==> src/sv/stip_pkg.sv <==
// Shared types and constants of the string-to-integer parser.
`default_nettype none
package stip_pkg;

    localparam int CHAR_W   = 8;
    localparam int VALUE_W  = 64;
    localparam int BASE_W   = 6;
    localparam int DIGIT_W  = 7;
    localparam int POS_W    = 16;
    localparam int OFFSET_W = 16;
    localparam int PROD_W   = VALUE_W + BASE_W;
    localparam int CFG_IDX_W = 2;

    localparam logic [POS_W-1:0] MAX_LENGTH = 16'hFFFF;

    localparam logic [CFG_IDX_W-1:0] CFG_NUMBER_BASE = 2'd0;
    localparam logic [CFG_IDX_W-1:0] CFG_SIGNED_MODE = 2'd1;
    localparam logic [CFG_IDX_W-1:0] CFG_MAX_VALUE   = 2'd2;

    localparam logic [BASE_W-1:0]  RESET_BASE      = 6'd10;
    localparam logic [VALUE_W-1:0] RESET_MAX_VALUE = 64'h7FFF_FFFF_FFFF_FFFF;

    localparam logic [BASE_W-1:0] BASE_AUTO  = 6'd0;
    localparam logic [BASE_W-1:0] BASE_BAD   = 6'd1;
    localparam logic [BASE_W-1:0] BASE_OCT   = 6'd8;
    localparam logic [BASE_W-1:0] BASE_DEC   = 6'd10;
    localparam logic [BASE_W-1:0] BASE_HEX   = 6'd16;
    localparam logic [BASE_W-1:0] BASE_MAX   = 6'd36;

    localparam logic [CHAR_W-1:0] CH_TAB     = 8'h09;
    localparam logic [CHAR_W-1:0] CH_CR      = 8'h0D;
    localparam logic [CHAR_W-1:0] CH_SPACE   = 8'h20;
    localparam logic [CHAR_W-1:0] CH_PLUS    = 8'h2B;
    localparam logic [CHAR_W-1:0] CH_MINUS   = 8'h2D;
    localparam logic [CHAR_W-1:0] CH_ZERO    = 8'h30;
    localparam logic [CHAR_W-1:0] CH_NINE    = 8'h39;
    localparam logic [CHAR_W-1:0] CH_UPPER_A = 8'h41;
    localparam logic [CHAR_W-1:0] CH_UPPER_X = 8'h58;
    localparam logic [CHAR_W-1:0] CH_UPPER_Z = 8'h5A;
    localparam logic [CHAR_W-1:0] CH_LOWER_A = 8'h61;
    localparam logic [CHAR_W-1:0] CH_LOWER_X = 8'h78;
    localparam logic [CHAR_W-1:0] CH_LOWER_Z = 8'h7A;

    localparam logic [DIGIT_W-1:0] NO_DIGIT  = 7'd99;

    typedef struct packed {
        logic capture;
        logic step;
        logic finish;
    } ctl_cmd_t;

    typedef struct packed {
        logic last_item;
        logic out_free;
    } ctl_status_t;

endpackage
`default_nettype wire

==> src/sv/stip_ctrl.sv <==
// Controller state machine: sequences capture, digit step and result load.
`default_nettype none
module stip_ctrl
    import stip_pkg::*;
(
    input  wire logic        clk,
    input  wire logic        rst_n,
    input  wire logic        s_tvalid,
    output logic             s_tready,
    input  wire ctl_status_t status,
    output ctl_cmd_t         cmd
);

    localparam logic [1:0] ST_IDLE   = 2'd0;
    localparam logic [1:0] ST_STEP   = 2'd1;
    localparam logic [1:0] ST_FINISH = 2'd2;

    logic [1:0] state_reg;
    logic [1:0] state_next;

    assign s_tready = (state_reg == ST_IDLE);

    always_comb
    begin
        cmd.capture = s_tvalid && s_tready;
        cmd.step    = (state_reg == ST_STEP);
        cmd.finish  = (state_reg == ST_FINISH) && status.out_free;
        state_next  = state_reg;
        case (state_reg)
            ST_IDLE:
            begin
                if (cmd.capture)
                begin
                    state_next = ST_STEP;
                end
            end
            ST_STEP:
            begin
                state_next = status.last_item ? ST_FINISH : ST_IDLE;
            end
            ST_FINISH:
            begin
                if (status.out_free)
                begin
                    state_next = ST_IDLE;
                end
            end
            default:
            begin
                state_next = ST_IDLE;
            end
        endcase
    end

    always_ff @(posedge clk or negedge rst_n)
    begin
        if (!rst_n)
        begin
            state_reg <= ST_IDLE;
        end
        else
        begin
            state_reg <= state_next;
        end
    end

endmodule
`default_nettype wire

==> src/sv/stip_datapath.sv <==
// Datapath: configuration registers, parse state, multiply-accumulate and result register.
`default_nettype none
module stip_datapath
    import stip_pkg::*;
(
    input  wire logic                  clk,
    input  wire logic                  rst_n,
    input  wire ctl_cmd_t              cmd,
    output ctl_status_t                status,
    input  wire logic [CHAR_W-1:0]     s_char,
    input  wire logic                  s_last,
    input  wire logic                  cfg_valid,
    input  wire logic [CFG_IDX_W-1:0]  cfg_index,
    input  wire logic [VALUE_W-1:0]    cfg_data,
    output logic                       m_tvalid,
    input  wire logic                  m_tready,
    output logic [VALUE_W-1:0]         m_value,
    output logic [OFFSET_W-1:0]        m_offset,
    output logic                       m_converted,
    output logic                       m_range_error
);

    localparam logic [2:0] PH_SPACE  = 3'd0;
    localparam logic [2:0] PH_START  = 3'd1;
    localparam logic [2:0] PH_ZERO   = 3'd2;
    localparam logic [2:0] PH_XSEEN  = 3'd3;
    localparam logic [2:0] PH_DIGITS = 3'd4;
    localparam logic [2:0] PH_DONE   = 3'd5;

    function automatic logic [DIGIT_W-1:0] digit_of(input logic [CHAR_W-1:0] c);
        logic [CHAR_W-1:0] t;
        t = 8'd0;
        if (c >= CH_ZERO && c <= CH_NINE)
        begin
            t = c - CH_ZERO;
            return t[DIGIT_W-1:0];
        end
        if (c >= CH_LOWER_A && c <= CH_LOWER_Z)
        begin
            t = c - CH_LOWER_A + 8'd10;
            return t[DIGIT_W-1:0];
        end
        if (c >= CH_UPPER_A && c <= CH_UPPER_Z)
        begin
            t = c - CH_UPPER_A + 8'd10;
            return t[DIGIT_W-1:0];
        end
        return NO_DIGIT;
    endfunction

    logic [BASE_W-1:0]  number_base_reg;
    logic               signed_mode_reg;
    logic [VALUE_W-1:0] max_value_reg;

    logic [CHAR_W-1:0]  char_reg;
    logic               last_reg;

    logic [2:0]         phase_reg,     phase_next;
    logic [VALUE_W-1:0] magnitude_reg, magnitude_next;
    logic               negative_reg,  negative_next;
    logic [BASE_W-1:0]  abase_reg,     abase_next;
    logic [POS_W-1:0]   char_pos_reg,  char_pos_next;
    logic [POS_W-1:0]   end_pos_reg,   end_pos_next;
    logic               seen_reg,      seen_next;
    logic               ovf_reg,       ovf_next;
    logic [PROD_W-1:0]  prod_reg;

    logic               out_valid_reg;
    logic [VALUE_W-1:0] out_value_reg,  out_value_next;
    logic [OFFSET_W-1:0] out_offset_reg;
    logic               out_conv_reg;
    logic               out_rerr_reg;

    logic [DIGIT_W-1:0] digit;
    logic [VALUE_W-1:0] limit;
    logic [PROD_W-1:0]  sum;
    logic [POS_W-1:0]   mark_pos;
    logic               is_space;
    logic               start;
    logic               take;
    logic [BASE_W-1:0]  take_base;
    logic [BASE_W-1:0]  auto_base;
    logic               neg_out;

    assign digit    = digit_of(char_reg);
    assign sum      = prod_reg + {{(PROD_W-DIGIT_W){1'b0}}, digit};
    assign mark_pos = (char_pos_reg == MAX_LENGTH) ? MAX_LENGTH : char_pos_reg + 1'b1;
    assign is_space = (char_reg == CH_SPACE) || (char_reg >= CH_TAB && char_reg <= CH_CR);
    assign neg_out  = negative_reg && signed_mode_reg;

    always_comb
    begin
        if (signed_mode_reg && negative_reg && (max_value_reg != {VALUE_W{1'b1}}))
        begin
            limit = max_value_reg + 1'b1;
        end
        else
        begin
            limit = max_value_reg;
        end
    end

    always_comb
    begin
        phase_next     = phase_reg;
        magnitude_next = magnitude_reg;
        negative_next  = negative_reg;
        abase_next     = abase_reg;
        end_pos_next   = end_pos_reg;
        seen_next      = seen_reg;
        ovf_next       = ovf_reg;
        char_pos_next  = (char_pos_reg == MAX_LENGTH) ? char_pos_reg : char_pos_reg + 1'b1;
        start          = 1'b0;
        take           = 1'b0;
        take_base      = abase_reg;
        auto_base      = (number_base_reg == BASE_AUTO) ? BASE_DEC : number_base_reg;

        case (phase_reg)
            PH_SPACE:
            begin
                if (!is_space)
                begin
                    if (char_reg == CH_MINUS && signed_mode_reg)
                    begin
                        negative_next = 1'b1;
                        phase_next    = PH_START;
                    end
                    else if (char_reg == CH_PLUS)
                    begin
                        phase_next = PH_START;
                    end
                    else
                    begin
                        start = 1'b1;
                    end
                end
            end
            PH_START:
            begin
                start = 1'b1;
            end
            PH_ZERO:
            begin
                if (char_reg == CH_LOWER_X || char_reg == CH_UPPER_X)
                begin
                    phase_next = PH_XSEEN;
                end
                else if (digit < {1'b0, abase_reg})
                begin
                    take       = 1'b1;
                    phase_next = PH_DIGITS;
                end
                else
                begin
                    phase_next = PH_DONE;
                end
            end
            PH_XSEEN:
            begin
                if (digit < {1'b0, BASE_HEX})
                begin
                    abase_next = BASE_HEX;
                    take_base  = BASE_HEX;
                    take       = 1'b1;
                    phase_next = PH_DIGITS;
                end
                else
                begin
                    phase_next = PH_DONE;
                end
            end
            PH_DIGITS:
            begin
                if (digit < {1'b0, abase_reg})
                begin
                    take = 1'b1;
                end
                else
                begin
                    phase_next = PH_DONE;
                end
            end
            default:
            begin
                phase_next = PH_DONE;
            end
        endcase

        if (start)
        begin
            if (number_base_reg == BASE_BAD || number_base_reg > BASE_MAX)
            begin
                phase_next = PH_DONE;
            end
            else if (char_reg == CH_ZERO)
            begin
                seen_next    = 1'b1;
                end_pos_next = mark_pos;
                if (number_base_reg == BASE_AUTO || number_base_reg == BASE_HEX)
                begin
                    abase_next = (number_base_reg == BASE_AUTO) ? BASE_OCT : BASE_HEX;
                    phase_next = PH_ZERO;
                end
                else
                begin
                    abase_next = number_base_reg;
                    phase_next = PH_DIGITS;
                end
            end
            else if (digit < {1'b0, auto_base})
            begin
                abase_next = auto_base;
                take_base  = auto_base;
                take       = 1'b1;
                phase_next = PH_DIGITS;
            end
            else
            begin
                phase_next = PH_DONE;
            end
        end

        if (take)
        begin
            seen_next    = 1'b1;
            end_pos_next = mark_pos;
            if (!ovf_reg && take_base >= 6'd2)
            begin
                if (sum > {{(PROD_W-VALUE_W){1'b0}}, limit})
                begin
                    ovf_next = 1'b1;
                end
                else
                begin
                    magnitude_next = sum[VALUE_W-1:0];
                end
            end
        end
    end

    always_comb
    begin
        if (!seen_reg)
        begin
            out_value_next = '0;
        end
        else if (ovf_reg)
        begin
            out_value_next = neg_out ? ({VALUE_W{1'b0}} - limit) : max_value_reg;
        end
        else
        begin
            out_value_next = neg_out ? ({VALUE_W{1'b0}} - magnitude_reg) : magnitude_reg;
        end
    end

    always_ff @(posedge clk or negedge rst_n)
    begin
        if (!rst_n)
        begin
            number_base_reg <= RESET_BASE;
            signed_mode_reg <= 1'b1;
            max_value_reg   <= RESET_MAX_VALUE;
        end
        else if (cfg_valid)
        begin
            case (cfg_index)
                CFG_NUMBER_BASE: number_base_reg <= cfg_data[BASE_W-1:0];
                CFG_SIGNED_MODE: signed_mode_reg <= cfg_data[0];
                CFG_MAX_VALUE:   max_value_reg   <= cfg_data;
                default:         ;
            endcase
        end
    end

    always_ff @(posedge clk)
    begin
        prod_reg <= {{(PROD_W-VALUE_W){1'b0}}, magnitude_reg}
                  * {{(PROD_W-BASE_W){1'b0}}, abase_reg};
        if (cmd.capture)
        begin
            char_reg <= s_char;
            last_reg <= s_last;
        end
        if (cmd.finish)
        begin
            out_value_reg  <= out_value_next;
            out_offset_reg <= seen_reg ? end_pos_reg[OFFSET_W-1:0] : '0;
            out_conv_reg   <= seen_reg;
            out_rerr_reg   <= seen_reg && ovf_reg;
        end
    end

    always_ff @(posedge clk or negedge rst_n)
    begin
        if (!rst_n)
        begin
            phase_reg     <= PH_SPACE;
            magnitude_reg <= '0;
            negative_reg  <= 1'b0;
            abase_reg     <= '0;
            char_pos_reg  <= '0;
            end_pos_reg   <= '0;
            seen_reg      <= 1'b0;
            ovf_reg       <= 1'b0;
            out_valid_reg <= 1'b0;
        end
        else
        begin
            if (cmd.finish)
            begin
                phase_reg     <= PH_SPACE;
                magnitude_reg <= '0;
                negative_reg  <= 1'b0;
                abase_reg     <= '0;
                char_pos_reg  <= '0;
                end_pos_reg   <= '0;
                seen_reg      <= 1'b0;
                ovf_reg       <= 1'b0;
            end
            else if (cmd.step)
            begin
                phase_reg     <= phase_next;
                magnitude_reg <= magnitude_next;
                negative_reg  <= negative_next;
                abase_reg     <= abase_next;
                char_pos_reg  <= char_pos_next;
                end_pos_reg   <= end_pos_next;
                seen_reg      <= seen_next;
                ovf_reg       <= ovf_next;
            end
            if (cmd.finish)
            begin
                out_valid_reg <= 1'b1;
            end
            else if (m_tready)
            begin
                out_valid_reg <= 1'b0;
            end
        end
    end

    assign status.last_item = last_reg;
    assign status.out_free  = !out_valid_reg || m_tready;

    assign m_tvalid      = out_valid_reg;
    assign m_value       = out_value_reg;
    assign m_offset      = out_offset_reg;
    assign m_converted   = out_conv_reg;
    assign m_range_error = out_rerr_reg;

endmodule
`default_nettype wire

==> src/sv/string_to_integer_parser_top.sv <==
// Top level of the string-to-integer parser: controller plus datapath.
//
// Input channel s_*: one character per beat, s_tlast marks the final character.
// Output channel m_*: one result beat per string, issued after the tlast beat.
// Configuration channel cfg_*: register index and data, always ready; write
// only while no string is in progress.
// Each character passes through an accept state and a step state; the step
// adds the digit to the product of the magnitude and base, registered in
// the cycle before, and compares against the limit. After the final
// character a finish state forms the result in the output register once
// that register is free.
// A finished result waits in the output register while the next string's
// characters are accepted; a final character stalls only until the output
// register is taken.
// Reset clears the parse state and the output valid and loads the register
// defaults: base 10, signed mode, maximum 2^63-1.
`default_nettype none
module string_to_integer_parser_top
    import stip_pkg::*;
(
    input  wire logic                  clk,
    input  wire logic                  rst_n,
    input  wire logic                  s_tvalid,
    output logic                       s_tready,
    input  wire logic [7:0]            s_tdata,   // char_code[7:0]
    input  wire logic                  s_tlast,   // is_last
    output logic                       m_tvalid,
    input  wire logic                  m_tready,
    output logic [79:0]                m_tdata,   // result_value[63:0], end_offset[79:64]
    output logic [1:0]                 m_tuser,   // converted[0], range_error[1]
    input  wire logic                  cfg_valid,
    output logic                       cfg_ready,
    input  wire logic [CFG_IDX_W-1:0]  cfg_index,
    input  wire logic [VALUE_W-1:0]    cfg_data
);

    ctl_cmd_t            cmd;
    ctl_status_t         status;
    logic [VALUE_W-1:0]  value;
    logic [OFFSET_W-1:0] offset;
    logic                converted;
    logic                range_error;

    assign cfg_ready = 1'b1;

    stip_ctrl u_ctrl (
        .clk      (clk),
        .rst_n    (rst_n),
        .s_tvalid (s_tvalid),
        .s_tready (s_tready),
        .status   (status),
        .cmd      (cmd)
    );

    stip_datapath u_datapath (
        .clk           (clk),
        .rst_n         (rst_n),
        .cmd           (cmd),
        .status        (status),
        .s_char        (s_tdata),
        .s_last        (s_tlast),
        .cfg_valid     (cfg_valid),
        .cfg_index     (cfg_index),
        .cfg_data      (cfg_data),
        .m_tvalid      (m_tvalid),
        .m_tready      (m_tready),
        .m_value       (value),
        .m_offset      (offset),
        .m_converted   (converted),
        .m_range_error (range_error)
    );

    assign m_tdata = {offset, value};
    assign m_tuser = {range_error, converted};

endmodule
`default_nettype wire

==> config.mk <==
export PLATFORM = sky130hd
export DESIGN_NAME = string_to_integer_parser_top
export DESIGN_NICKNAME = d
export VERILOG_FILES = /design/src/sv/stip_pkg.sv /design/src/sv/stip_ctrl.sv /design/src/sv/stip_datapath.sv /design/src/sv/string_to_integer_parser_top.sv
export SDC_FILE = /design/constraint.sdc
export NUM_CORES = 2
export LEC_CHECK = 0
export ABC_AREA = 1
export BUFFER_PORTS_ARGS = -buffer_cell sky130_fd_sc_hd__buf_4
export CAP_MARGIN = 15
export CORE_ASPECT_RATIO = 0.7
export CORE_UTILIZATION = 25
export CTS_CLUSTER_DIAMETER = 200
export DETAILED_ROUTE_END_ITERATION = 10
export PLACE_DENSITY = 0.45
export RECOVER_POWER = 25
export SETUP_SLACK_MARGIN = 0.15
export SYNTH_ARGS = -nofsm -noshare
export SYNTH_HDL_FRONTEND = slang
export SYNTH_HIERARCHICAL = 1
export SYNTH_SLANG_ARGS = --single-unit
==> constraint.sdc <==
create_clock -name clk -period 7.9 [get_ports clk]
set_input_delay 1.58 -clock clk [delete_from_list [all_inputs] [get_ports clk]]
set_output_delay 1.58 -clock clk [all_outputs]
set_load 0.01 [all_outputs]
After elaboration in Yosys (flattened, before gate mapping)

Cells that the tools add are included.

Input port bits: 80
Register bits: 343
Output and inout port bits: 85

Multipliers: 1
Reductions and logical operators: 41
Magnitude comparators: 14
Muxes and demuxes: 94
Add/subtract/negate cells: 10
Equal/unequal tests: 28

Operators by type and width:

| cell                  | count |
|---|---|
| $mux 64               | 9 |
| $mux 16               | 10 |
| $sub 1x64->64 const A | 2 |
| $mux 6                | 13 |
| $add 70x7->70         | 1 |
| $gt 70x64->1          | 1 |
| $mul 64x6->70         | 1 |
| $add 64x1->64 const B | 1 |
| $ne 64x64->1 const B  | 1 |
| $mux 7                | 6 |
| $mux 1                | 37 |
| $mux 3                | 11 |
| $eq 8x6->1 const B    | 4 |
| $add 16x1->16 const B | 1 |
| $eq 16x16->1 const B  | 1 |
| $eq 8x7->1 const B    | 2 |
| $ge 8x7->1 const B    | 2 |
| $le 8x7->1 const B    | 2 |
| $reduce_and 4->1      | 4 |
| $pmux 3 s5            | 1 |
| $add 7x4->7 const B   | 2 |
| $lt 7x6->1            | 2 |
| $reduce_bool 2->1     | 7 |
| $sub 7x7->7 const B   | 2 |
| 35 further kinds      | 65 |

Logic depth before layout (Yosys ltp)

Depth after elaboration: 22
Gate-level depth with buffers: 44

By module

The synthesis kept the hierarchy.

By module, submodules not included:

| module                       | times used | cells an instance | area an instance (um2) |
|---|---|---|---|
| stip_datapath                | 1          | 5439              | 37352.1 |
| stip_ctrl                    | 1          | 14                | 105.1 |
| string_to_integer_parser_top | 1          | 4                 | 26.3 |

Worst setup path after synthesis

OpenSTA, ideal clock, no wires.

Path type: input to register
Start: in m_tready
End: reg u_datapath.magnitude_reg[13]
Path slack: 1.333 ns
Data arrival time: 6.502 ns
Path buffers: 3
Setup time: 0.065 ns
Stages on the path: 13
Path through: inv_1 > nand2_1 > inv_1 > nor2_1 > clkbuf_1 > nor2_1 > inv_1 > nand2_1 > nor2_2 > buf_6 > buf_4 > nand3_1 > nand2_1

RTL lines:

| element              | RTL line                           | source |
|---|---|---|
| from (decl)          | string_to_integer_parser_top.sv:28 | `input wire logic m_tready,` |
| to (signal assigned) | stip_datapath.sv:324               | `magnitude_reg <= magnitude_next;` |
| to (decl)            | stip_datapath.sv:59                | `logic [VALUE_W-1:0] magnitude_reg, magnitude_next;` |

Worst setup path after layout

Start: reg u_datapath.abase_reg[1]
End: reg u_datapath.prod_reg[53]

Word-level cells in the longest chain between the ends: 1

RTL lines:

| element                | RTL line             | source |
|---|---|---|
| from (decl)            | stip_datapath.sv:61  | `logic [BASE_W-1:0] abase_reg, abase_next;` |
| from (signal assigned) | stip_datapath.sv:326 | `abase_reg <= abase_next;` |
| $mul 64x6->70          | stip_datapath.sv:279 | `* {{(PROD_W-BASE_W){1'b0}}, abase_reg};` |
| to (signal assigned)   | stip_datapath.sv:278 | `prod_reg <= {{(PROD_W-VALUE_W){1'b0}}, magnitude_reg}` |
| to (decl)              | stip_datapath.sv:66  | `logic [PROD_W-1:0] prod_reg;` |

No other way between the ends.
A chain may end at the register's enable or synchronous reset.

==> summary.txt <==
Outcome
  – Run status: finished, violations left
  – Failing checks: DRC, capacitance limit, slew limit

Clock tree
  – CTS tree: yes
  – Clock Latency Late Sink: 610 ps
  – CTS Sinks: 343
  – Clock transition at path regs: 60 ps
  – Root buffer cell: clkbuf_16
  – Maximum buffer depth of the clock tree: 3
  – Cts bufs inserted: 41
  – H-tree depth: 2

Global routing
  – Congestion Overflow GR: 0
  – Global-route wire length before repair: 228000 um
  – Vias in the first global route: 34600
  – Initial antenna violation count: 0
  – Largest net degree at the start of global routing: 145
  – Tot GR Track Use: 0.199

Setup path
  – Reg2Reg Capture Point: u_datapath/prod_reg[53]
  – Worst Setup Start Kind: flop
  – CP Capture Type: flop
  – Critical path arrival: 7730 ps
  – Reg2Reg Setup Slack: 680 ps
  – Worst Reg-to-Reg Cells: 18
  – Worst R2R Start: u_datapath/abase_reg[1]
  – Critical Path RT: 8410 ps
  – Max FO, Critical Path: 37
  – CP Capture Point: u_datapath/prod_reg[53]
  – Crit. Startpoint: u_datapath/abase_reg[1]
  – Critical path class: flop to flop

Logic synthesis
  – Top cells by area, synth: nand2_1 14%, fa_1 13%, inv_1 8.8%
  – Post-Syn Instances: 5457
  – Netlist cell types: 70
  – Number of flops mapped to enable cells by yosys: 91
  – Yosys top cell area share: 0.139
  – Syn_nets: 5959
  – Netlist Area Pre-Place: 37500 sq um
  – Share of async-settable or async-resettable flops after synthesis: 0.531
  – Top_reg_cell synth: dfrtp_1
  – Flops & latches, synth: 343
  – Sequential share of the synthesized area: 0.234
  – Synthesized area per cell: 6.87 sq um
  – Yosys top cell by area: nand2_1
  – Yosys warns: 6

Floorplanning
  – # IOs: 165
  – Horiz. Die Dim: 465 um
  – CORE AREA: 148000 sq um
  – Die span in y: 326 um
  – Row cnt: 118
  – Die ar.: 152000 sq um
  – Initial core utilization: 0.253

Timing
  – Final hold vios: 0
  – Worst rel slew slack: -2.00
  – Minimum clock period: 7220 ps
  – RSZ-0062 raised after global routing: false
  – Part of the cycle the worst path needs: 0.914
  – Final worst slack: 683 ps
  – Slew Limit Fails: 162
  – Slew @ Worst Pin: 4500 ps
  – Final setup vio count: 0
  – Fmax: 139 MHz
  – Post-route setup TNS: 0 ps
  – Post-Route Skew: 35.4 ps

Power
  – Worst ir drop on vdd: 0.160 mV
  – P_leak: 20.4 nW
  – Power density cells: 202 nW/um^2

Drt
  – Initial DRC Count: 3883
  – Post-route ant nets: 0
  – Avg WL per Cell: 20.4 um
  – Final wirelength: 153000 um
  – Routed via count: 36300
  – DRT Pass-1 Iters: 11
  – DRC: 14
  – DR vias/cell: 4.84

Worst hold path
  – Hold crit path type: flop to flop

Cells and area
  – Share of layout cells above drive strength 1: 0.0837
  – Nets: 5989
  – Max reg flops: 70
  – Area delta synth->final: 11.6%
  – Commonest cells after routing, fill and taps aside: 1386 x nand2_1, 876 x inv_1, 579 x nor2_1
  – Commonest non-fill, non-tap cell in the layout: nand2_1
  – FILL cells: 16500

Job
  – Max-cap viol count: 3

Place
  – RePlAce Congestion: 0.993
  – IO buf count: 163
  – Dpl hpwl: 126000 um
  – DP Worst Slack: 540 ps
through the flow:
step                cells  power [mW]  cell area (sq um)   util  hold WS [ps]
finish               7500        8.44              41800  0.282           487
global route         7499        9.09              41800  0.282           504
global placement     7415        6.51              40500  0.273           467
detailed placement   7415        6.52              40500  0.273           478
floorplan            5457        5.20              37500      -           423
CTS                  7490        8.49              41800  0.281           494
cell usage after synthesis (all sizes together), types with 5 or more instances:
cell	count
ha	172
xor2	167
nand4	106
buf	84
a21o	5
o21bai	5
o21a	28
clkbuf	131
o211ai	25
nor2	608
o221ai	8
nor4	28
a31oi	41
fa	250
edfxtp	91
or2	18
dfrtp	116
inv	891
a211oi	5
nand3	310
dfstp	66
nand3b	11
dfxtp	70
a21boi	11
o21ai	218
o2111ai	6
nand2	1418
a21oi	367
xnor2	48
nor3	112
worst max-delay path, cell delays in order (launching register included):
cell,delay [ps]
dfrtp_1,1420
nand2_1,200
fa_1,590
inv_1,40
ha_1,280
ha_1,280
ha_1,410
fa_1,480
nand3_1,110
nand2_1,130
a21boi_0,170
o21ai_0,330
a21boi_0,200
o21ai_0,560
a21oi_1,380
o21ai_0,670
a21boi_0,340
o21ai_0,310
xor2_1,210
worst min-delay path by stage:
stage	slack, ps	endpoint	startpoint	cells past startpoint
after floorplan	420	u_datapath/m_converted	u_datapath/seen_reg	0
after global placement	470	u_datapath/char_pos_reg[5]	u_datapath/char_pos_reg[5]	2
after detailed placement	480	u_datapath/char_pos_reg[3]	u_datapath/char_pos_reg[3]	2
after CTS	490	u_datapath/char_pos_reg[3]	u_datapath/char_pos_reg[3]	2
after global routing	500	u_datapath/end_pos_reg[3]	u_datapath/end_pos_reg[3]	1
final	490	u_ctrl/state_reg[1]	u_datapath/last_reg	2
kinds of logic after synthesis:
group / count (synthesis) / synth area share
and+or+nand+nor: 2622 / 0.296
buffers and inverters: 1111 / 0.118
AOI/OAI and AO/OA: 739 / 0.110
adders and majority gates: 422 / 0.191
DFF: 343 / 0.234
xor gates and xnor gates: 215 / 0.0504
muxes: 4 / 0.00120
other: 1 / 0.000100
area by class of cell:
class,instances,area [sq um],area share
Clock inverter,22,181,0.00434
Clock buffer,53,1120,0.0268
Inverter,892,3350,0.0800
Antenna cell,1,2.50,0.0000598
Timing Repair Buffer,206,1600,0.0382
Sequential cell,343,8780,0.210
Tap cell,1980,2480,0.0592
Multi-Input combinational cell,4003,24300,0.582
where the power goes:
part	total [mW]	internal [mW]	switching, mW
Combinational	3.72	1.18	2.53
Clock	1.91	1.05	0.862
Sequential	2.81	2.18	0.621
Total	8.44	4.42	4.02
layer usage:
layer	up-vias	global-route usage	wire length, um
li1	17400	-	-
met1	17500	0.313	77500
met2	1314	0.272	60100
met3	90	0.0455	13600
met4	2	0.0281	1800
met5	-	0.00773	158
what timing repair did:
| item | CTS | global route |
|---|---|---|
| setup endpoints to repair | 0 | 65 |
| hold buffers | 0 | 0 |
| buffers inserted | 0 | 7 |
| resized for setup | 0 | 12 |
(Power assumes the default switching activity.)
